### src/hw/rtl/source_lexer_tokenizer_core_defines.svh
// ----------------------------------------------------------------------------
// lexer assertion macros
// shared property shorthands for the tokenizer core
// ----------------------------------------------------------------------------
`ifndef SOURCE_LEXER_TOKENIZER_CORE_DEFINES_SVH
`define SOURCE_LEXER_TOKENIZER_CORE_DEFINES_SVH

// plain property, checked every clock outside reset
`define SLT_ASSERT(lbl, prop, msg) \
  lbl: assert property (@(posedge clk_i) disable iff (!rst_ni) (prop)) else $error(msg);

// same-cycle implication
`define SLT_IMPLY(lbl, ante, cons, msg) \
  lbl: assert property (@(posedge clk_i) disable iff (!rst_ni) (ante) |-> (cons)) \
    else $error(msg);

`endif

### src/hw/rtl/slt_pkg.sv
// ----------------------------------------------------------------------------
// lexer package
// scan modes, token codes, character constants and keyword rom
// ----------------------------------------------------------------------------
package slt_pkg;

  typedef enum logic [12:0] {
    ST_IDLE   = 13'h0001,
    ST_LINE   = 13'h0002,
    ST_BLOCK  = 13'h0004,
    ST_BSTAR  = 13'h0008,
    ST_IDENT  = 13'h0010,
    ST_NUM    = 13'h0020,
    ST_NUMDOT = 13'h0040,
    ST_FRAC   = 13'h0080,
    ST_STR    = 13'h0100,
    ST_COPEN  = 13'h0200,
    ST_CESC   = 13'h0400,
    ST_CGOT   = 13'h0800,
    ST_OP     = 13'h1000
  } mode_e;

  localparam logic [3:0] CLS_IDENT   = 4'd0;
  localparam logic [3:0] CLS_KEYWORD = 4'd1;
  localparam logic [3:0] CLS_INT     = 4'd2;
  localparam logic [3:0] CLS_FLOAT   = 4'd3;
  localparam logic [3:0] CLS_STRING  = 4'd4;
  localparam logic [3:0] CLS_CHAR    = 4'd5;
  localparam logic [3:0] CLS_OP      = 4'd6;
  localparam logic [3:0] CLS_ERROR   = 4'd7;
  localparam logic [3:0] CLS_DIAG    = 4'd8;
  localparam logic [3:0] CLS_EOF     = 4'd9;

  localparam logic [2:0] ERR_NONE         = 3'd0;
  localparam logic [2:0] ERR_UNEXPECTED   = 3'd1;
  localparam logic [2:0] ERR_OPEN_STRING  = 3'd2;
  localparam logic [2:0] ERR_EMPTY_CHAR   = 3'd3;
  localparam logic [2:0] ERR_BAD_CHAR     = 3'd4;
  localparam logic [2:0] ERR_OPEN_COMMENT = 3'd5;

  localparam logic [5:0] OP_LPAREN = 6'd0;
  localparam logic [5:0] OP_RPAREN = 6'd1;
  localparam logic [5:0] OP_LBRACE = 6'd2;
  localparam logic [5:0] OP_RBRACE = 6'd3;
  localparam logic [5:0] OP_LBRACK = 6'd4;
  localparam logic [5:0] OP_RBRACK = 6'd5;
  localparam logic [5:0] OP_SEMI   = 6'd6;
  localparam logic [5:0] OP_COMMA  = 6'd7;
  localparam logic [5:0] OP_COLON  = 6'd8;
  localparam logic [5:0] OP_DOT    = 6'd9;
  localparam logic [5:0] OP_QUEST  = 6'd10;
  localparam logic [5:0] OP_INC    = 6'd11;
  localparam logic [5:0] OP_ADDEQ  = 6'd12;
  localparam logic [5:0] OP_ADD    = 6'd13;
  localparam logic [5:0] OP_DEC    = 6'd14;
  localparam logic [5:0] OP_SUBEQ  = 6'd15;
  localparam logic [5:0] OP_ARROW  = 6'd16;
  localparam logic [5:0] OP_SUB    = 6'd17;
  localparam logic [5:0] OP_MULEQ  = 6'd18;
  localparam logic [5:0] OP_MUL    = 6'd19;
  localparam logic [5:0] OP_DIVEQ  = 6'd20;
  localparam logic [5:0] OP_DIV    = 6'd21;
  localparam logic [5:0] OP_MOD    = 6'd22;
  localparam logic [5:0] OP_EQ     = 6'd23;
  localparam logic [5:0] OP_ASSIGN = 6'd24;
  localparam logic [5:0] OP_NE     = 6'd25;
  localparam logic [5:0] OP_NOT    = 6'd26;
  localparam logic [5:0] OP_LE     = 6'd27;
  localparam logic [5:0] OP_LT     = 6'd28;
  localparam logic [5:0] OP_GE     = 6'd29;
  localparam logic [5:0] OP_GT     = 6'd30;
  localparam logic [5:0] OP_LAND   = 6'd31;
  localparam logic [5:0] OP_LOR    = 6'd32;

  localparam logic [7:0] CH_TAB    = 8'h09;
  localparam logic [7:0] CH_LF     = 8'h0A;
  localparam logic [7:0] CH_CR     = 8'h0D;
  localparam logic [7:0] CH_SPACE  = 8'h20;
  localparam logic [7:0] CH_BANG   = 8'h21;
  localparam logic [7:0] CH_DQUOTE = 8'h22;
  localparam logic [7:0] CH_PCT    = 8'h25;
  localparam logic [7:0] CH_AMP    = 8'h26;
  localparam logic [7:0] CH_SQUOTE = 8'h27;
  localparam logic [7:0] CH_LPAREN = 8'h28;
  localparam logic [7:0] CH_RPAREN = 8'h29;
  localparam logic [7:0] CH_STAR   = 8'h2A;
  localparam logic [7:0] CH_PLUS   = 8'h2B;
  localparam logic [7:0] CH_COMMA  = 8'h2C;
  localparam logic [7:0] CH_MINUS  = 8'h2D;
  localparam logic [7:0] CH_DOT    = 8'h2E;
  localparam logic [7:0] CH_SLASH  = 8'h2F;
  localparam logic [7:0] CH_COLON  = 8'h3A;
  localparam logic [7:0] CH_SEMI   = 8'h3B;
  localparam logic [7:0] CH_LT     = 8'h3C;
  localparam logic [7:0] CH_EQ     = 8'h3D;
  localparam logic [7:0] CH_GT     = 8'h3E;
  localparam logic [7:0] CH_QUEST  = 8'h3F;
  localparam logic [7:0] CH_LBRACK = 8'h5B;
  localparam logic [7:0] CH_BSLASH = 8'h5C;
  localparam logic [7:0] CH_RBRACK = 8'h5D;
  localparam logic [7:0] CH_USCORE = 8'h5F;
  localparam logic [7:0] CH_LBRACE = 8'h7B;
  localparam logic [7:0] CH_PIPE   = 8'h7C;
  localparam logic [7:0] CH_RBRACE = 8'h7D;
  localparam logic [7:0] CH_N      = 8'h6E;
  localparam logic [7:0] CH_T      = 8'h74;
  localparam logic [7:0] CH_R      = 8'h72;

  typedef struct packed {
    logic       hit;
    logic [5:0] code;
  } code_t;

  localparam int KW_COUNT = 67;
  localparam int KW_BITS  = 128;

  // spellings right-justified, first character highest
  localparam logic [79:0] KW_TEXT [KW_COUNT] = '{
    {"thala", "pathy"}, 80'("aarambam"), 80'("nanba"), 80'("nanbi"),
    80'("makkal"), 80'("uruthi"), 80'("ghilli"), 80'("illana"), 80'("bigil"),
    80'("vaathi"), 80'("mersal"), 80'("thiruppi"), 80'("sollu"),
    80'("master"), 80'("varisu"), 80'("kaththi"), 80'("theri"),
    80'("pokkiri"), 80'("kaavalan"), 80'("beast"), 80'("leo"),
    80'("sarkar"), 80'("waiting"), 80'("goat"), 80'("thuppakki"),
    80'("thalaivaa"), 80'("vazhakku"), 80'("kutty"), 80'("nadu"),
    80'("vagai"), 80'("kadaisi"), 80'("varum"), 80'("kaathiru"),
    80'("int"), 80'("float"), 80'("bool"), 80'("string"), 80'("char"),
    80'("void"), 80'("null"), 80'("true"), 80'("false"), 80'("this"),
    80'("super"), 80'("break"), 80'("continue"), 80'("paaru"),
    80'("maathu"), 80'("seyal"), 80'("static"), 80'("as"),
    80'("aaguma"), 80'("operator"),
    80'("aama"), 80'("illa"), 80'("onnumilla"), 80'("naan"),
    80'("interval"), 80'("aduthu"), 80'("podhu"), 80'("maathiko"),
    80'("munnadi"), 80'("comeback"), 80'("yaaru"), 80'("ivan"),
    80'("yaarumilla"), 80'("mudivu")
  };

  localparam logic [5:0] KW_CODE [KW_COUNT] = '{
    6'd0, 6'd1, 6'd2, 6'd3, 6'd4, 6'd5, 6'd6, 6'd7, 6'd8, 6'd9, 6'd10,
    6'd11, 6'd12, 6'd13, 6'd14, 6'd15, 6'd16, 6'd17, 6'd18, 6'd19, 6'd20,
    6'd21, 6'd22, 6'd23, 6'd24, 6'd25, 6'd26, 6'd27, 6'd28, 6'd29, 6'd30,
    6'd31, 6'd32, 6'd33, 6'd34, 6'd35, 6'd36, 6'd37, 6'd38, 6'd39, 6'd40,
    6'd41, 6'd42, 6'd43, 6'd44, 6'd45, 6'd46, 6'd47, 6'd48, 6'd49, 6'd50,
    6'd51, 6'd52,
    6'd40, 6'd41, 6'd39, 6'd42, 6'd44, 6'd45, 6'd49, 6'd50, 6'd43, 6'd53,
    6'd54, 6'd55, 6'd56, 6'd5
  };

  function automatic code_t kw_lookup(input logic [KW_BITS-1:0] w);
    code_t r;
    r = '0;
    for (int i = 0; i < KW_COUNT; i++) begin
      if (!r.hit && w == KW_BITS'(KW_TEXT[i])) begin
        r.hit  = 1'b1;
        r.code = KW_CODE[i];
      end
    end
    return r;
  endfunction

  function automatic logic is_alpha(input logic [7:0] b);
    return (b >= "a" && b <= "z") || (b >= "A" && b <= "Z") || b == CH_USCORE;
  endfunction

  function automatic logic is_digit(input logic [7:0] b);
    return b >= "0" && b <= "9";
  endfunction

  function automatic logic is_ws(input logic [7:0] b);
    return b == CH_SPACE || b == CH_CR || b == CH_TAB || b == CH_LF;
  endfunction

  function automatic logic is_op_lead(input logic [7:0] b);
    return b == CH_PLUS || b == CH_MINUS || b == CH_STAR || b == CH_SLASH ||
           b == CH_EQ || b == CH_BANG || b == CH_LT || b == CH_GT ||
           b == CH_AMP || b == CH_PIPE;
  endfunction

  function automatic code_t single_code(input logic [7:0] b);
    code_t r;
    r.hit = 1'b1;
    case (b)
      CH_LPAREN: r.code = OP_LPAREN;
      CH_RPAREN: r.code = OP_RPAREN;
      CH_LBRACE: r.code = OP_LBRACE;
      CH_RBRACE: r.code = OP_RBRACE;
      CH_LBRACK: r.code = OP_LBRACK;
      CH_RBRACK: r.code = OP_RBRACK;
      CH_SEMI:   r.code = OP_SEMI;
      CH_COMMA:  r.code = OP_COMMA;
      CH_COLON:  r.code = OP_COLON;
      CH_DOT:    r.code = OP_DOT;
      CH_QUEST:  r.code = OP_QUEST;
      CH_PLUS:   r.code = OP_ADD;
      CH_MINUS:  r.code = OP_SUB;
      CH_STAR:   r.code = OP_MUL;
      CH_SLASH:  r.code = OP_DIV;
      CH_PCT:    r.code = OP_MOD;
      CH_EQ:     r.code = OP_ASSIGN;
      CH_BANG:   r.code = OP_NOT;
      CH_LT:     r.code = OP_LT;
      CH_GT:     r.code = OP_GT;
      default: begin
        r.hit  = 1'b0;
        r.code = '0;
      end
    endcase
    return r;
  endfunction

  function automatic code_t pair_code(input logic [7:0] a, input logic [7:0] b);
    code_t r;
    r.hit = 1'b1;
    case ({a, b})
      {CH_PLUS, CH_PLUS}:   r.code = OP_INC;
      {CH_PLUS, CH_EQ}:     r.code = OP_ADDEQ;
      {CH_MINUS, CH_MINUS}: r.code = OP_DEC;
      {CH_MINUS, CH_EQ}:    r.code = OP_SUBEQ;
      {CH_MINUS, CH_GT}:    r.code = OP_ARROW;
      {CH_STAR, CH_EQ}:     r.code = OP_MULEQ;
      {CH_SLASH, CH_EQ}:    r.code = OP_DIVEQ;
      {CH_EQ, CH_EQ}:       r.code = OP_EQ;
      {CH_BANG, CH_EQ}:     r.code = OP_NE;
      {CH_LT, CH_EQ}:       r.code = OP_LE;
      {CH_GT, CH_EQ}:       r.code = OP_GE;
      {CH_AMP, CH_AMP}:     r.code = OP_LAND;
      {CH_PIPE, CH_PIPE}:   r.code = OP_LOR;
      default: begin
        r.hit  = 1'b0;
        r.code = '0;
      end
    endcase
    return r;
  endfunction

  function automatic logic [7:0] decode_escape(input logic [7:0] b);
    logic [7:0] r;
    case (b)
      CH_N:    r = CH_LF;
      CH_T:    r = CH_TAB;
      CH_R:    r = CH_CR;
      default: r = b;
    endcase
    return r;
  endfunction

endpackage

### src/hw/rtl/slt_ifs.sv
// ----------------------------------------------------------------------------
// lexer channels
// valid/ready channels for source bytes and tokens
// ----------------------------------------------------------------------------
interface slt_in_if;
  logic       valid;
  logic       ready;
  logic       kind;
  logic [7:0] byte_in;

  modport source (output valid, kind, byte_in, input ready);
  modport sink (input valid, kind, byte_in, output ready);
endinterface

interface slt_out_if #(
  parameter int OFFSET_BITS = 24,
  parameter int LINE_BITS   = 20,
  parameter int COL_BITS    = 16
);
  logic                   valid;
  logic                   ready;
  logic [3:0]             token_class;
  logic [5:0]             sub_code;
  logic [2:0]             error_code;
  logic [OFFSET_BITS-1:0] start_offset;
  logic [OFFSET_BITS-1:0] token_length;
  logic [LINE_BITS-1:0]   line_from;
  logic [COL_BITS-1:0]    col_from;
  logic [LINE_BITS-1:0]   line_to;
  logic [COL_BITS-1:0]    col_to;
  logic [7:0]             char_value;
  logic                   last;

  modport source (output valid, token_class, sub_code, error_code, start_offset,
                  token_length, line_from, col_from, line_to, col_to,
                  char_value, last, input ready);
  modport sink (input valid, token_class, sub_code, error_code, start_offset,
                token_length, line_from, col_from, line_to, col_to,
                char_value, last, output ready);
endinterface

### src/hw/rtl/source_lexer_tokenizer_core.sv
// ----------------------------------------------------------------------------
// source lexer tokenizer core
// streaming tokenizer: source bytes in, classified tokens out
// ----------------------------------------------------------------------------
// in_i carries one item per handshake: kind 0 with a source byte, or kind 1
// for end of source. out_o carries tokens; last marks the final token caused
// by one input item, and an item that causes no token gives nothing.
// The scanner takes one item per cycle while the queue has room and turns it
// into a record of up to three tokens in the same cycle; records wait in a
// four-entry queue, and the emitter sends one token per cycle from a
// registered output while out_o is not stalled. With the queue empty and out_o
// free, the first token of an item goes through the queue and the output
// register to out_o. Items flow one per cycle while they average at most one
// token; an item with several tokens holds the emitter until all are sent,
// and the queue absorbs such bursts before in_i.ready drops.
// Reset clears the scan state to between tokens at offset 0, line 1, col 1,
// and empties the queue; end of source resets only the scan state after its token.
// A stalled out_o keeps its token; the scanner runs on until the queue fills.
// ----------------------------------------------------------------------------
module source_lexer_tokenizer_core #(
  parameter int MAX_KEYWORD_LEN = 10,
  parameter int OFFSET_BITS     = 24,
  parameter int LINE_BITS       = 20,
  parameter int COL_BITS        = 16
) (
  input  logic       clk_i,
  input  logic       rst_ni,
  slt_in_if.sink     in_i,
  slt_out_if.source  out_o
);
  import slt_pkg::*;

  localparam int REC_W = 1 + 4 + 6 + 3 + 8 + 2 * (OFFSET_BITS + LINE_BITS + COL_BITS);
  localparam int ENT_W = 3 * REC_W;

  logic             take, push, pop, full, empty;
  logic [ENT_W-1:0] entry, head;

  assign in_i.ready = !full;
  assign take       = in_i.valid && !full;

  slt_front #(
    .MAX_KEYWORD_LEN(MAX_KEYWORD_LEN),
    .OFFSET_BITS(OFFSET_BITS),
    .LINE_BITS(LINE_BITS),
    .COL_BITS(COL_BITS),
    .ENT_W(ENT_W)
  ) u_front (
    .clk_i,
    .rst_ni,
    .take_i (take),
    .kind_i (in_i.kind),
    .byte_i (in_i.byte_in),
    .push_o (push),
    .entry_o(entry)
  );

  slt_fifo #(
    .WIDTH(ENT_W),
    .DEPTH(4)
  ) u_fifo (
    .clk_i,
    .rst_ni,
    .push_i (push),
    .data_i (entry),
    .pop_i  (pop),
    .head_o (head),
    .full_o (full),
    .empty_o(empty)
  );

  slt_back #(
    .OFFSET_BITS(OFFSET_BITS),
    .LINE_BITS(LINE_BITS),
    .COL_BITS(COL_BITS),
    .ENT_W(ENT_W)
  ) u_back (
    .clk_i,
    .rst_ni,
    .head_i        (head),
    .empty_i       (empty),
    .pop_o         (pop),
    .valid_o       (out_o.valid),
    .ready_i       (out_o.ready),
    .token_class_o (out_o.token_class),
    .sub_code_o    (out_o.sub_code),
    .error_code_o  (out_o.error_code),
    .start_offset_o(out_o.start_offset),
    .token_length_o(out_o.token_length),
    .line_from_o   (out_o.line_from),
    .col_from_o    (out_o.col_from),
    .line_to_o     (out_o.line_to),
    .col_to_o      (out_o.col_to),
    .char_value_o  (out_o.char_value),
    .last_o        (out_o.last)
  );
endmodule

### src/hw/rtl/slt_fifo.sv
// ----------------------------------------------------------------------------
// lexer token queue
// small register fifo between the scanner and the token emitter
// ----------------------------------------------------------------------------
module slt_fifo #(
  parameter int WIDTH = 8,
  parameter int DEPTH = 4
) (
  input  logic             clk_i,
  input  logic             rst_ni,
  input  logic             push_i,
  input  logic [WIDTH-1:0] data_i,
  input  logic             pop_i,
  output logic [WIDTH-1:0] head_o,
  output logic             full_o,
  output logic             empty_o
);
  `include "source_lexer_tokenizer_core_defines.svh"

  localparam int PW = (DEPTH > 1) ? $clog2(DEPTH) : 1;
  localparam int CW = $clog2(DEPTH + 1);

  logic [WIDTH-1:0] mem_q [DEPTH];
  logic [PW-1:0]    wr_q, wr_d, rd_q, rd_d;
  logic [CW-1:0]    cnt_q, cnt_d;

  function automatic logic [PW-1:0] inc_ptr(input logic [PW-1:0] p);
    return (p == PW'(DEPTH - 1)) ? '0 : p + 1'b1;
  endfunction

  assign full_o  = (cnt_q == CW'(DEPTH));
  assign empty_o = (cnt_q == '0);
  assign head_o  = mem_q[rd_q];

  always_comb begin
    wr_d  = push_i ? inc_ptr(wr_q) : wr_q;
    rd_d  = pop_i ? inc_ptr(rd_q) : rd_q;
    cnt_d = cnt_q + CW'(push_i) - CW'(pop_i);
  end

  always_ff @(posedge clk_i or negedge rst_ni) begin
    if (!rst_ni) begin
      wr_q  <= '0;
      rd_q  <= '0;
      cnt_q <= '0;
    end else begin
      wr_q  <= wr_d;
      rd_q  <= rd_d;
      cnt_q <= cnt_d;
    end
  end

  always_ff @(posedge clk_i) begin
    if (push_i) begin
      mem_q[wr_q] <= data_i;
    end
  end

  `SLT_IMPLY(a_fifo_no_overflow, push_i, !full_o, "push into full token queue")
  `SLT_IMPLY(a_fifo_no_underflow, pop_i, !empty_o, "pop from empty token queue")
endmodule

### src/hw/rtl/slt_front.sv
// ----------------------------------------------------------------------------
// lexer scanner
// classifies each item and builds up to three token records for it
// ----------------------------------------------------------------------------
module slt_front #(
  parameter int MAX_KEYWORD_LEN = 10,
  parameter int OFFSET_BITS     = 24,
  parameter int LINE_BITS       = 20,
  parameter int COL_BITS        = 16,
  parameter int ENT_W           = 1
) (
  input  logic             clk_i,
  input  logic             rst_ni,
  input  logic             take_i,
  input  logic             kind_i,
  input  logic [7:0]       byte_i,
  output logic             push_o,
  output logic [ENT_W-1:0] entry_o
);
  import slt_pkg::*;
  `include "source_lexer_tokenizer_core_defines.svh"

  localparam int WL = $clog2(MAX_KEYWORD_LEN + 1);
  localparam int WI = $clog2(MAX_KEYWORD_LEN);

  typedef struct packed {
    logic                   vld;
    logic [3:0]             cls;
    logic [5:0]             sub;
    logic [2:0]             err;
    logic [7:0]             cv;
    logic [OFFSET_BITS-1:0] so;
    logic [LINE_BITS-1:0]   sl;
    logic [COL_BITS-1:0]    sc;
    logic [OFFSET_BITS-1:0] eo;
    logic [LINE_BITS-1:0]   el;
    logic [COL_BITS-1:0]    ec;
  } rec_t;

  typedef struct packed {
    logic [OFFSET_BITS-1:0] off;
    logic [LINE_BITS-1:0]   line;
    logic [COL_BITS-1:0]    col;
  } pos_t;

  localparam pos_t POS_RESET = '{off: '0, line: LINE_BITS'(1), col: COL_BITS'(1)};

  mode_e      st_q, st_d;
  logic [7:0] wbuf_q [MAX_KEYWORD_LEN];
  logic [7:0] wbuf_d [MAX_KEYWORD_LEN];
  logic [WL-1:0] wlen_q, wlen_d;
  logic       wlong_q, wlong_d;
  logic       pesc_q, pesc_d;
  logic [7:0] held_q, held_d;
  pos_t       ts_q, ts_d, cur_q, cur_d, dot_q, dot_d, nxt;
  rec_t [2:0] slot;
  logic       take_en, do_flush, do_idle, eof_clr;
  logic [8*MAX_KEYWORD_LEN-1:0] word;
  code_t      kw, sc_b, pc_b, sc_h;
  logic [7:0] b;

  function automatic rec_t mk(input logic [3:0] cls, input logic [5:0] sub,
                              input logic [2:0] err, input logic [7:0] cv,
                              input pos_t s, input pos_t e);
    rec_t r;
    r.vld = 1'b1;
    r.cls = cls;
    r.sub = sub;
    r.err = err;
    r.cv  = cv;
    r.so  = s.off;
    r.sl  = s.line;
    r.sc  = s.col;
    r.eo  = e.off;
    r.el  = e.line;
    r.ec  = e.col;
    return r;
  endfunction

  assign b = byte_i;

  always_comb begin
    word = '0;
    for (int i = 0; i < MAX_KEYWORD_LEN; i++) begin
      if (WL'(i) < wlen_q) begin
        word = {word[8*MAX_KEYWORD_LEN-9:0], wbuf_q[i]};
      end
    end
  end

  assign kw   = kw_lookup(KW_BITS'(word));
  assign sc_b = single_code(b);
  assign pc_b = pair_code(held_q, b);
  assign sc_h = single_code(held_q);

  // position after taking the byte, saturating
  always_comb begin
    nxt.off = (&cur_q.off) ? cur_q.off : cur_q.off + 1'b1;
    if (b == CH_LF) begin
      nxt.line = (&cur_q.line) ? cur_q.line : cur_q.line + 1'b1;
      nxt.col  = COL_BITS'(1);
    end else begin
      nxt.line = cur_q.line;
      nxt.col  = (&cur_q.col) ? cur_q.col : cur_q.col + 1'b1;
    end
  end

  always_comb begin
    st_d     = st_q;
    wbuf_d   = wbuf_q;
    wlen_d   = wlen_q;
    wlong_d  = wlong_q;
    pesc_d   = pesc_q;
    held_d   = held_q;
    ts_d     = ts_q;
    dot_d    = dot_q;
    slot     = '0;
    take_en  = 1'b0;
    do_flush = 1'b0;
    do_idle  = 1'b0;
    eof_clr  = 1'b0;

    if (kind_i) begin
      do_flush = 1'b1;
      eof_clr  = 1'b1;
      slot[2]  = mk(CLS_EOF, '0, ERR_NONE, '0, cur_q, cur_q);
    end else begin
      case (st_q)
        ST_IDLE: do_idle = 1'b1;
        ST_LINE: begin
          take_en = 1'b1;
          if (b == CH_LF) st_d = ST_IDLE;
        end
        ST_BLOCK: begin
          take_en = 1'b1;
          if (b == CH_STAR) st_d = ST_BSTAR;
        end
        ST_BSTAR: begin
          take_en = 1'b1;
          if (b == CH_SLASH) st_d = ST_IDLE;
          else if (b != CH_STAR) st_d = ST_BLOCK;
        end
        ST_IDENT: begin
          if (is_alpha(b) || is_digit(b)) begin
            take_en = 1'b1;
            if (wlen_q < WL'(MAX_KEYWORD_LEN)) begin
              wbuf_d[wlen_q[WI-1:0]] = b;
              wlen_d = wlen_q + 1'b1;
            end else begin
              wlong_d = 1'b1;
            end
          end else begin
            do_flush = 1'b1;
            do_idle  = 1'b1;
          end
        end
        ST_NUM: begin
          if (is_digit(b)) begin
            take_en = 1'b1;
          end else if (b == CH_DOT) begin
            take_en = 1'b1;
            dot_d   = cur_q;
            st_d    = ST_NUMDOT;
          end else begin
            do_flush = 1'b1;
            do_idle  = 1'b1;
          end
        end
        ST_NUMDOT: begin
          if (is_digit(b)) begin
            take_en = 1'b1;
            st_d    = ST_FRAC;
          end else begin
            do_flush = 1'b1;
            do_idle  = 1'b1;
          end
        end
        ST_FRAC: begin
          if (is_digit(b)) begin
            take_en = 1'b1;
          end else begin
            do_flush = 1'b1;
            do_idle  = 1'b1;
          end
        end
        ST_STR: begin
          take_en = 1'b1;
          if (pesc_q) begin
            pesc_d = 1'b0;
          end else if (b == CH_BSLASH) begin
            pesc_d = 1'b1;
          end else if (b == CH_DQUOTE) begin
            slot[2] = mk(CLS_STRING, '0, ERR_NONE, '0, ts_q, nxt);
            st_d    = ST_IDLE;
          end
        end
        ST_COPEN: begin
          take_en = 1'b1;
          if (b == CH_SQUOTE) begin
            slot[2] = mk(CLS_ERROR, '0, ERR_EMPTY_CHAR, '0, ts_q, cur_q);
            st_d    = ST_IDLE;
          end else if (b == CH_BSLASH) begin
            st_d = ST_CESC;
          end else begin
            held_d = b;
            st_d   = ST_CGOT;
          end
        end
        ST_CESC: begin
          take_en = 1'b1;
          held_d  = decode_escape(b);
          st_d    = ST_CGOT;
        end
        ST_CGOT: begin
          if (b == CH_SQUOTE) begin
            take_en = 1'b1;
            slot[2] = mk(CLS_CHAR, '0, ERR_NONE, held_q, ts_q, nxt);
            st_d    = ST_IDLE;
          end else begin
            do_flush = 1'b1;
            do_idle  = 1'b1;
          end
        end
        ST_OP: begin
          if (pc_b.hit) begin
            take_en = 1'b1;
            slot[2] = mk(CLS_OP, pc_b.code, ERR_NONE, '0, ts_q, nxt);
            st_d    = ST_IDLE;
          end else if (held_q == CH_SLASH && b == CH_SLASH) begin
            take_en = 1'b1;
            st_d    = ST_LINE;
          end else if (held_q == CH_SLASH && b == CH_STAR) begin
            take_en = 1'b1;
            st_d    = ST_BLOCK;
          end else begin
            do_flush = 1'b1;
            do_idle  = 1'b1;
          end
        end
        default: do_idle = 1'b1;
      endcase
    end

    // pending token, ending at the position before this byte
    if (do_flush) begin
      case (st_q)
        ST_IDENT: begin
          if (kw.hit && !wlong_q) slot[0] = mk(CLS_KEYWORD, kw.code, ERR_NONE, '0, ts_q, cur_q);
          else slot[0] = mk(CLS_IDENT, '0, ERR_NONE, '0, ts_q, cur_q);
        end
        ST_NUM:    slot[0] = mk(CLS_INT, '0, ERR_NONE, '0, ts_q, cur_q);
        ST_NUMDOT: begin
          slot[0] = mk(CLS_INT, '0, ERR_NONE, '0, ts_q, dot_q);
          slot[1] = mk(CLS_OP, OP_DOT, ERR_NONE, '0, dot_q, cur_q);
        end
        ST_FRAC:   slot[0] = mk(CLS_FLOAT, '0, ERR_NONE, '0, ts_q, cur_q);
        ST_STR:    slot[0] = mk(CLS_ERROR, '0, ERR_OPEN_STRING, '0, ts_q, cur_q);
        ST_COPEN, ST_CESC: slot[0] = mk(CLS_ERROR, '0, ERR_BAD_CHAR, '0, ts_q, cur_q);
        ST_CGOT:   slot[0] = mk(CLS_ERROR, '0, ERR_BAD_CHAR, held_q, ts_q, cur_q);
        ST_OP: begin
          if (sc_h.hit) begin
            slot[0] = mk(CLS_OP, sc_h.code, ERR_NONE, '0, ts_q, cur_q);
          end else begin
            slot[0] = mk(CLS_ERROR, '0, ERR_UNEXPECTED, held_q, ts_q, cur_q);
          end
        end
        ST_BLOCK, ST_BSTAR: slot[0] = mk(CLS_DIAG, '0, ERR_OPEN_COMMENT, '0, ts_q, cur_q);
        default: ;
      endcase
      st_d = ST_IDLE;
    end

    if (do_idle) begin
      take_en = 1'b1;
      st_d    = ST_IDLE;
      if (!is_ws(b)) begin
        ts_d = cur_q;
        if (is_alpha(b)) begin
          wbuf_d[0] = b;
          wlen_d    = WL'(1);
          wlong_d   = 1'b0;
          st_d      = ST_IDENT;
        end else if (is_digit(b)) begin
          st_d = ST_NUM;
        end else if (b == CH_DQUOTE) begin
          pesc_d = 1'b0;
          st_d   = ST_STR;
        end else if (b == CH_SQUOTE) begin
          held_d = '0;
          st_d   = ST_COPEN;
        end else if (is_op_lead(b)) begin
          held_d = b;
          st_d   = ST_OP;
        end else if (sc_b.hit) begin
          slot[2] = mk(CLS_OP, sc_b.code, ERR_NONE, '0, cur_q, nxt);
        end else begin
          slot[2] = mk(CLS_ERROR, '0, ERR_UNEXPECTED, b, cur_q, nxt);
        end
      end
    end

    cur_d = take_en ? nxt : cur_q;

    if (eof_clr) begin
      st_d    = ST_IDLE;
      wlen_d  = '0;
      wlong_d = 1'b0;
      pesc_d  = 1'b0;
      held_d  = '0;
      ts_d    = POS_RESET;
      cur_d   = POS_RESET;
      dot_d   = POS_RESET;
    end
  end

  assign push_o  = take_i && (slot[0].vld || slot[1].vld || slot[2].vld);
  assign entry_o = slot;

  always_ff @(posedge clk_i or negedge rst_ni) begin
    if (!rst_ni) begin
      st_q    <= ST_IDLE;
      wlen_q  <= '0;
      wlong_q <= 1'b0;
      pesc_q  <= 1'b0;
      held_q  <= '0;
      ts_q    <= POS_RESET;
      cur_q   <= POS_RESET;
      dot_q   <= POS_RESET;
    end else if (take_i) begin
      st_q    <= st_d;
      wlen_q  <= wlen_d;
      wlong_q <= wlong_d;
      pesc_q  <= pesc_d;
      held_q  <= held_d;
      ts_q    <= ts_d;
      cur_q   <= cur_d;
      dot_q   <= dot_d;
    end
  end

  always_ff @(posedge clk_i) begin
    if (take_i) begin
      wbuf_q <= wbuf_d;
    end
  end

  `SLT_IMPLY(a_front_eof_pushes, take_i && kind_i, push_o, "end of source made no token")
  `SLT_ASSERT(a_front_wlen_range, wlen_q <= WL'(MAX_KEYWORD_LEN), "word length overran buffer")
endmodule

### src/hw/rtl/slt_back.sv
// ----------------------------------------------------------------------------
// lexer token emitter
// walks the token records of each queued entry onto the output register
// ----------------------------------------------------------------------------
module slt_back #(
  parameter int OFFSET_BITS = 24,
  parameter int LINE_BITS   = 20,
  parameter int COL_BITS    = 16,
  parameter int ENT_W       = 1
) (
  input  logic                   clk_i,
  input  logic                   rst_ni,
  input  logic [ENT_W-1:0]       head_i,
  input  logic                   empty_i,
  output logic                   pop_o,
  output logic                   valid_o,
  input  logic                   ready_i,
  output logic [3:0]             token_class_o,
  output logic [5:0]             sub_code_o,
  output logic [2:0]             error_code_o,
  output logic [OFFSET_BITS-1:0] start_offset_o,
  output logic [OFFSET_BITS-1:0] token_length_o,
  output logic [LINE_BITS-1:0]   line_from_o,
  output logic [COL_BITS-1:0]    col_from_o,
  output logic [LINE_BITS-1:0]   line_to_o,
  output logic [COL_BITS-1:0]    col_to_o,
  output logic [7:0]             char_value_o,
  output logic                   last_o
);
  import slt_pkg::*;
  `include "source_lexer_tokenizer_core_defines.svh"

  typedef struct packed {
    logic                   vld;
    logic [3:0]             cls;
    logic [5:0]             sub;
    logic [2:0]             err;
    logic [7:0]             cv;
    logic [OFFSET_BITS-1:0] so;
    logic [LINE_BITS-1:0]   sl;
    logic [COL_BITS-1:0]    sc;
    logic [OFFSET_BITS-1:0] eo;
    logic [LINE_BITS-1:0]   el;
    logic [COL_BITS-1:0]    ec;
  } rec_t;

  rec_t [2:0] ent;
  rec_t       sel;
  logic [2:0] rem, pick, done_q, done_d;
  logic       ov_q, ov_d, adv, load;

  assign ent = head_i;
  assign rem = {ent[2].vld, ent[1].vld, ent[0].vld} & ~done_q;

  always_comb begin
    pick = '0;
    sel  = ent[0];
    if (rem[0]) begin
      pick = 3'b001;
      sel  = ent[0];
    end else if (rem[1]) begin
      pick = 3'b010;
      sel  = ent[1];
    end else begin
      pick = 3'b100;
      sel  = ent[2];
    end
  end

  assign adv  = !ov_q || ready_i;
  assign load = adv && !empty_i;

  always_comb begin
    ov_d   = ov_q;
    done_d = done_q;
    pop_o  = 1'b0;
    if (adv) ov_d = load;
    if (load) begin
      if ((rem & ~pick) == '0) begin
        pop_o  = 1'b1;
        done_d = '0;
      end else begin
        done_d = done_q | pick;
      end
    end
  end

  always_ff @(posedge clk_i or negedge rst_ni) begin
    if (!rst_ni) begin
      ov_q   <= 1'b0;
      done_q <= '0;
    end else begin
      ov_q   <= ov_d;
      done_q <= done_d;
    end
  end

  always_ff @(posedge clk_i) begin
    if (load) begin
      token_class_o  <= sel.cls;
      sub_code_o     <= sel.sub;
      error_code_o   <= sel.err;
      start_offset_o <= sel.so;
      token_length_o <= sel.eo - sel.so;
      line_from_o    <= sel.sl;
      col_from_o     <= sel.sc;
      line_to_o      <= sel.el;
      col_to_o       <= sel.ec;
      char_value_o   <= sel.cv;
      last_o         <= ((rem & ~pick) == '0);
    end
  end

  assign valid_o = ov_q;

  `SLT_IMPLY(a_back_err_class, ov_q && error_code_o != ERR_NONE,
             token_class_o == CLS_ERROR || token_class_o == CLS_DIAG,
             "error code on a non-error token")
  `SLT_IMPLY(a_back_eof_last, ov_q && token_class_o == CLS_EOF, last_o,
             "end of source token not last of its item")
  `SLT_IMPLY(a_back_pick_live, load, (rem & pick) != '0,
             "emitter picked an empty record")
endmodule

### src/flat_wrapper.sv
// flat-port wrapper written by rule: the top's interface ports become plain ports
module source_lexer_tokenizer_core_flat import slt_pkg::*;
#(
  parameter int MAX_KEYWORD_LEN = 10,
  parameter int OFFSET_BITS     = 24,
  parameter int LINE_BITS       = 20,
  parameter int COL_BITS        = 16
)
  (clk_i, rst_ni, in_i_valid, in_i_kind, in_i_byte_in, in_i_ready, out_o_valid, out_o_token_class, out_o_sub_code, out_o_error_code, out_o_start_offset, out_o_token_length, out_o_line_from, out_o_col_from, out_o_line_to, out_o_col_to, out_o_char_value, out_o_last, out_o_ready);
  slt_in_if in_i_i ();
  slt_out_if #(.OFFSET_BITS(OFFSET_BITS), .LINE_BITS(LINE_BITS), .COL_BITS(COL_BITS)) out_o_i ();
  input  logic clk_i;
  input  logic rst_ni;
  input wire logic [$bits(in_i_i.valid)-1:0] in_i_valid;
  input wire logic [$bits(in_i_i.kind)-1:0] in_i_kind;
  input wire logic [$bits(in_i_i.byte_in)-1:0] in_i_byte_in;
  output wire logic [$bits(in_i_i.ready)-1:0] in_i_ready;
  output wire logic [$bits(out_o_i.valid)-1:0] out_o_valid;
  output wire logic [$bits(out_o_i.token_class)-1:0] out_o_token_class;
  output wire logic [$bits(out_o_i.sub_code)-1:0] out_o_sub_code;
  output wire logic [$bits(out_o_i.error_code)-1:0] out_o_error_code;
  output wire logic [$bits(out_o_i.start_offset)-1:0] out_o_start_offset;
  output wire logic [$bits(out_o_i.token_length)-1:0] out_o_token_length;
  output wire logic [$bits(out_o_i.line_from)-1:0] out_o_line_from;
  output wire logic [$bits(out_o_i.col_from)-1:0] out_o_col_from;
  output wire logic [$bits(out_o_i.line_to)-1:0] out_o_line_to;
  output wire logic [$bits(out_o_i.col_to)-1:0] out_o_col_to;
  output wire logic [$bits(out_o_i.char_value)-1:0] out_o_char_value;
  output wire logic [$bits(out_o_i.last)-1:0] out_o_last;
  input wire logic [$bits(out_o_i.ready)-1:0] out_o_ready;
  assign in_i_i.valid = in_i_valid;
  assign in_i_i.kind = in_i_kind;
  assign in_i_i.byte_in = in_i_byte_in;
  assign in_i_ready = in_i_i.ready;
  assign out_o_valid = out_o_i.valid;
  assign out_o_token_class = out_o_i.token_class;
  assign out_o_sub_code = out_o_i.sub_code;
  assign out_o_error_code = out_o_i.error_code;
  assign out_o_start_offset = out_o_i.start_offset;
  assign out_o_token_length = out_o_i.token_length;
  assign out_o_line_from = out_o_i.line_from;
  assign out_o_col_from = out_o_i.col_from;
  assign out_o_line_to = out_o_i.line_to;
  assign out_o_col_to = out_o_i.col_to;
  assign out_o_char_value = out_o_i.char_value;
  assign out_o_last = out_o_i.last;
  assign out_o_i.ready = out_o_ready;
  source_lexer_tokenizer_core #(.MAX_KEYWORD_LEN(MAX_KEYWORD_LEN), .OFFSET_BITS(OFFSET_BITS), .LINE_BITS(LINE_BITS), .COL_BITS(COL_BITS)) u_core (.clk_i(clk_i), .rst_ni(rst_ni), .in_i(in_i_i), .out_o(out_o_i));
endmodule
### config.mk
export PLATFORM = sky130hd
export DESIGN_NAME = source_lexer_tokenizer_core_flat
export DESIGN_NICKNAME = d
export VERILOG_FILES = /design/src/hw/rtl/slt_pkg.sv /design/src/hw/rtl/slt_ifs.sv /design/src/hw/rtl/source_lexer_tokenizer_core.sv /design/src/hw/rtl/slt_fifo.sv /design/src/hw/rtl/slt_front.sv /design/src/hw/rtl/slt_back.sv /design/src/flat_wrapper.sv
export VERILOG_INCLUDE_DIRS = /design/src /design/src/hw/rtl
export SDC_FILE = /design/constraint.sdc
export NUM_CORES = 2
export LEC_CHECK = 0
export ABC_AREA = 1
export BUFFER_PORTS_ARGS = -buffer_cell sky130_fd_sc_hd__buf_2
export CORE_ASPECT_RATIO = 1.1
export CORE_MARGIN = 5
export CORE_UTILIZATION = 50
export DETAILED_ROUTE_END_ITERATION = 7
export PLACE_DENSITY = 0.66
export REMOVE_ABC_BUFFERS = 1
export SETUP_SLACK_MARGIN = 0.4
export SLEW_MARGIN = 5
export SYNTH_ARGS = -nofsm -noshare
export SYNTH_HDL_FRONTEND = slang
export SYNTH_SLANG_ARGS = --single-unit
### constraint.sdc
create_clock -name clk_i -period 21.5 [get_ports clk_i]
set_clock_uncertainty 0.2 [all_clocks]
set_input_delay 2.15 -clock clk_i [delete_from_list [all_inputs] [get_ports clk_i]]
set_output_delay 2.15 -clock clk_i [all_outputs]
set_load 0.01 [all_outputs]
==> impl_metrics.tcl <==
set metrics [dict create \
    outcome "finished, final reports clean" \
    critPathKind "reg2reg" \
    root_buffer "clkbuf_16" \
    p_sw_share_pct 37.16 \
    r2r_end "u_core.u_back.token_length_o[22]" \
    cp_num_cells 36 \
    crit_family "compound AO/OA/AOI/OAI gates" \
    cts_buffer_depth 3 \
    gp_congestion 0.9406 \
    reg2regPathDepth 36 \
    path_buf_inv 7 \
    hold_violations 0 \
    die_w_um 420.5 \
    worst_path_max_delay_cell "dfrtp_4" \
    dpl.cell_count 11070 \
    highest_layer "met4" \
    holdWs_ns 0.3143 \
    max_freq_mhz 111.9 \
    met1Wirelength_mm 117.2 \
    yosysUniqueCellTypes 68 \
    synthToLayoutAreaGrowth_pct 10.20 \
    portBuffers 156 \
    drt_wl_total_mm 282.6 \
    post-place-ws_ns 11.99 \
    startpoint_type "flip-flop" \
    total_power_mw 13.47 \
    setup_slack_ns 12.57 \
    grt_overflow_total 0 \
    cts_tree "done" \
    crit_path_end_kind "flip-flop" \
    hpwl_mm 168.1 \
    p_leak_nw 36.89 \
    ios 157 \
    startpoint "u_core.u_fifo.rd_q[0]" \
    met3_length_mm 20.47 \
    drc_errors 0 \
    max_cap_violations 0 \
    cpPeakStageDelay_ns 1.21 \
    path_max_fanout 206 \
    cp_common_cell "a21oi_1" \
    p_per_area_mw_per_mm2 131.9 \
    numCtsBuffers 199 \
    seqPwrFrac_pct 40.2 \
    ant_nets 0 \
    grt_pass1_vias 67320 \
    synthArstFlopShare_pct 10.60 \
    place_area_mm2 0.09559 \
    grtUsageTotal_pct 28.65 \
    arrival_ns 9.31 \
    die_h_um 461.6 \
    core_area_mm2 0.1842 \
    initial_core_util_pct 50.34 \
    rrSetupSlack_ns 12.57 \
    utilization_pct 55.47 \
    final_cell_mix "edfxtp_1 (1838), nand2_1 (1359), nor2_1 (1317)" \
    syn_area_per_cell_um2 10.41 \
    synth_edf_count 1838 \
    fillCellCount 15840 \
    vias 69760 \
    clk_latency_ns 0.86 \
    maxSlewHeadroom_pct 15.99 \
    post_cts_buffers 0 \
    final_nets 8905 \
    grt_pass1_wl_mm 422.5 \
    first_pass_iters 6 \
    yosys_warnings 0 \
    synthTopCellsByArea "edfxtp_1 (60%), dfrtp_1 (5.7%), nand2_1 (5.5%), nor2_1 (5.4%), o21ai_0 (4.7%)" \
    synth_top_area_share_pct 59.54 \
    layout_commonest_cell "edfxtp_1" \
    cts_hold_buf 0 \
    synth_area_mm2 0.09270 \
    htree_levels 4 \
    cts_sinks 2056 \
    design_area_mm2 0.1021 \
    setup_viol 0 \
    required_ns 21.88 \
    ir_drop_mv 0.1835 \
    wl_met2_mm 133.9 \
    fp-row-count 165 \
    p_int_mw 8.464 \
    cts.clk_slew.worst_paths_ns 0.06 \
    p_comb_share_pct 33.8 \
    worst_pin_slew_ns 1.260 \
    finalMaxSlewViolations 0 \
    drtIter0Drc 8213 \
    period_needed_ns 8.934 \
    yosys.area.top_type "edfxtp_1" \
    crit_end "u_core.u_back.token_length_o[22]" \
    rsz0062_at_grt "no" \
    grt_max_degree 207 \
    r2r_start "u_core.u_fifo.rd_q[0]" \
    drive_above_1_share_pct 7.489 \
    synthCells 8901 \
    synth_seq_cells 2056 \
    p_switching_mw 5.005 \
    tns_ns 0 \
    yosysSeqAreaShare_pct 65.44 \
    post-route-period-util_pct 41.55 \
    hold_path_class "reg2reg" \
    wl_per_cell_um 24.69 \
    pwr-share-clk_pct 26.0 \
    dieArea_mm2 0.1941 \
    layoutNonFillerInstCount 11450 \
    cts-resized-gates 0 \
    viasPerCell 6.093 \
    synth-main-ff-cell "edfxtp_1" \
    antenna_found_initial 4 \
]
-- layer usage --
layer	track usage, %	up-vias
met5	0	-
met4	10.74	0
met3	3.472	530
met2	46.74	3111
met1	39.80	34560
li1	-	31560
-- worst register-to-register path, delay by kind of cell, from the launching register on --
family          cells  cell delay [ns]
buf+inv             7             2.60
flops               1             1.21
xor+xnor            1             0.07
compound gates     15             2.83
fa+ha+maj           1             0.35
simple gates       12             1.43
-- Yosys cell counts (all sizes together), types with 15 or more instances --
library cell and number:
a22o 17, dfrtp 211, nor3 141, nand3 589, edfxtp 1838, a221oi 15, a22oi 72, nor4 61
clkbuf 408, inv 680, o22ai 563, o221ai 23, a21oi 162, nor2 1344, o211ai 16, o21ai 895
ha 37, nand4 126, buf 102, or2 16, clkinv 19, xor2 56, nand2 1377, a32o 31
-- final cells by class --
| cell class | instances | area [µm²] | share of cell area [%] |
|---|---|---|---|
| Tap cell | 2421 | 3029 | 2.965 |
| Clock buffer | 283 | 5508 | 5.392 |
| Multi-Input combinational cell | 5636 | 27540 | 26.96 |
| Clock inverter | 92 | 1046 | 1.024 |
| Inverter | 699 | 2655 | 2.599 |
| Timing Repair Buffer | 261 | 1707 | 1.671 |
| Sequential cell | 2056 | 60660 | 59.39 |
| Antenna cell | 1 | 2.502 | 0.002450 |
-- worst min-delay path by stage --
stage / startpoint / end / slack (ns) / depth (start not counted)
floorplan: u_core.u_front.st_q[8] / u_core.u_front.st_q[8] / 0.27 / 2
global placement: u_core.u_front.st_q[1] / u_core.u_front.st_q[1] / 0.31 / 2
detailed placement: u_core.u_front.dot_q[0] / u_core.u_front.dot_q[0] / 0.31 / 2
CTS: u_core.u_front.st_q[0] / u_core.u_front.st_q[0] / 0.32 / 2
global route: u_core.u_front.st_q[0] / u_core.u_front.st_q[0] / 0.36 / 2
finish: u_core.u_front.st_q[0] / u_core.u_front.st_q[0] / 0.31 / 2
-- power groups by stage --
stage,sequential (mW),combinational [mW],clock [mW]
final,5.42,4.55,3.50
after global routing,5.46,4.96,3.71
after CTS,5.42,4.57,3.55
after detailed placement,5.49,4.55,0
after global placement,5.47,4.49,0
after floorplan,6.01,2.74,0
-- kinds of logic after synthesis --
group | Yosys count | synth area share, %
fa+ha+maj | 39 | 0.5426
buf+inv | 1209 | 5.062
simple gates | 3679 | 16.73
mux | 2 | 0.02160
xor+xnor | 61 | 0.5764
compound gates | 1855 | 11.63
flops | 2056 | 65.44
-- flip-flops by register name, indices dropped and copies added, names as in the netlist, 8 cells and up, named ones only --
name,count
u_core.u_fifo.mem_q,1616
u_core.u_front.cur_q,60
u_core.u_back.token_length_o,24
u_core.u_front.dot_q,60
u_core.u_back.line_from_o,20
u_core.u_back.char_value_o,8
u_core.u_back.col_to_o,16
u_core.u_front.ts_q,60
u_core.u_back.col_from_o,16
u_core.u_front.wbuf_q,8
u_core.u_back.line_to_o,20
u_core.u_back.start_offset_o,24
u_core.u_front.st_q,13
u_core.u_front.held_q,8
No activity file was read; power rests on OpenSTA's default activity.
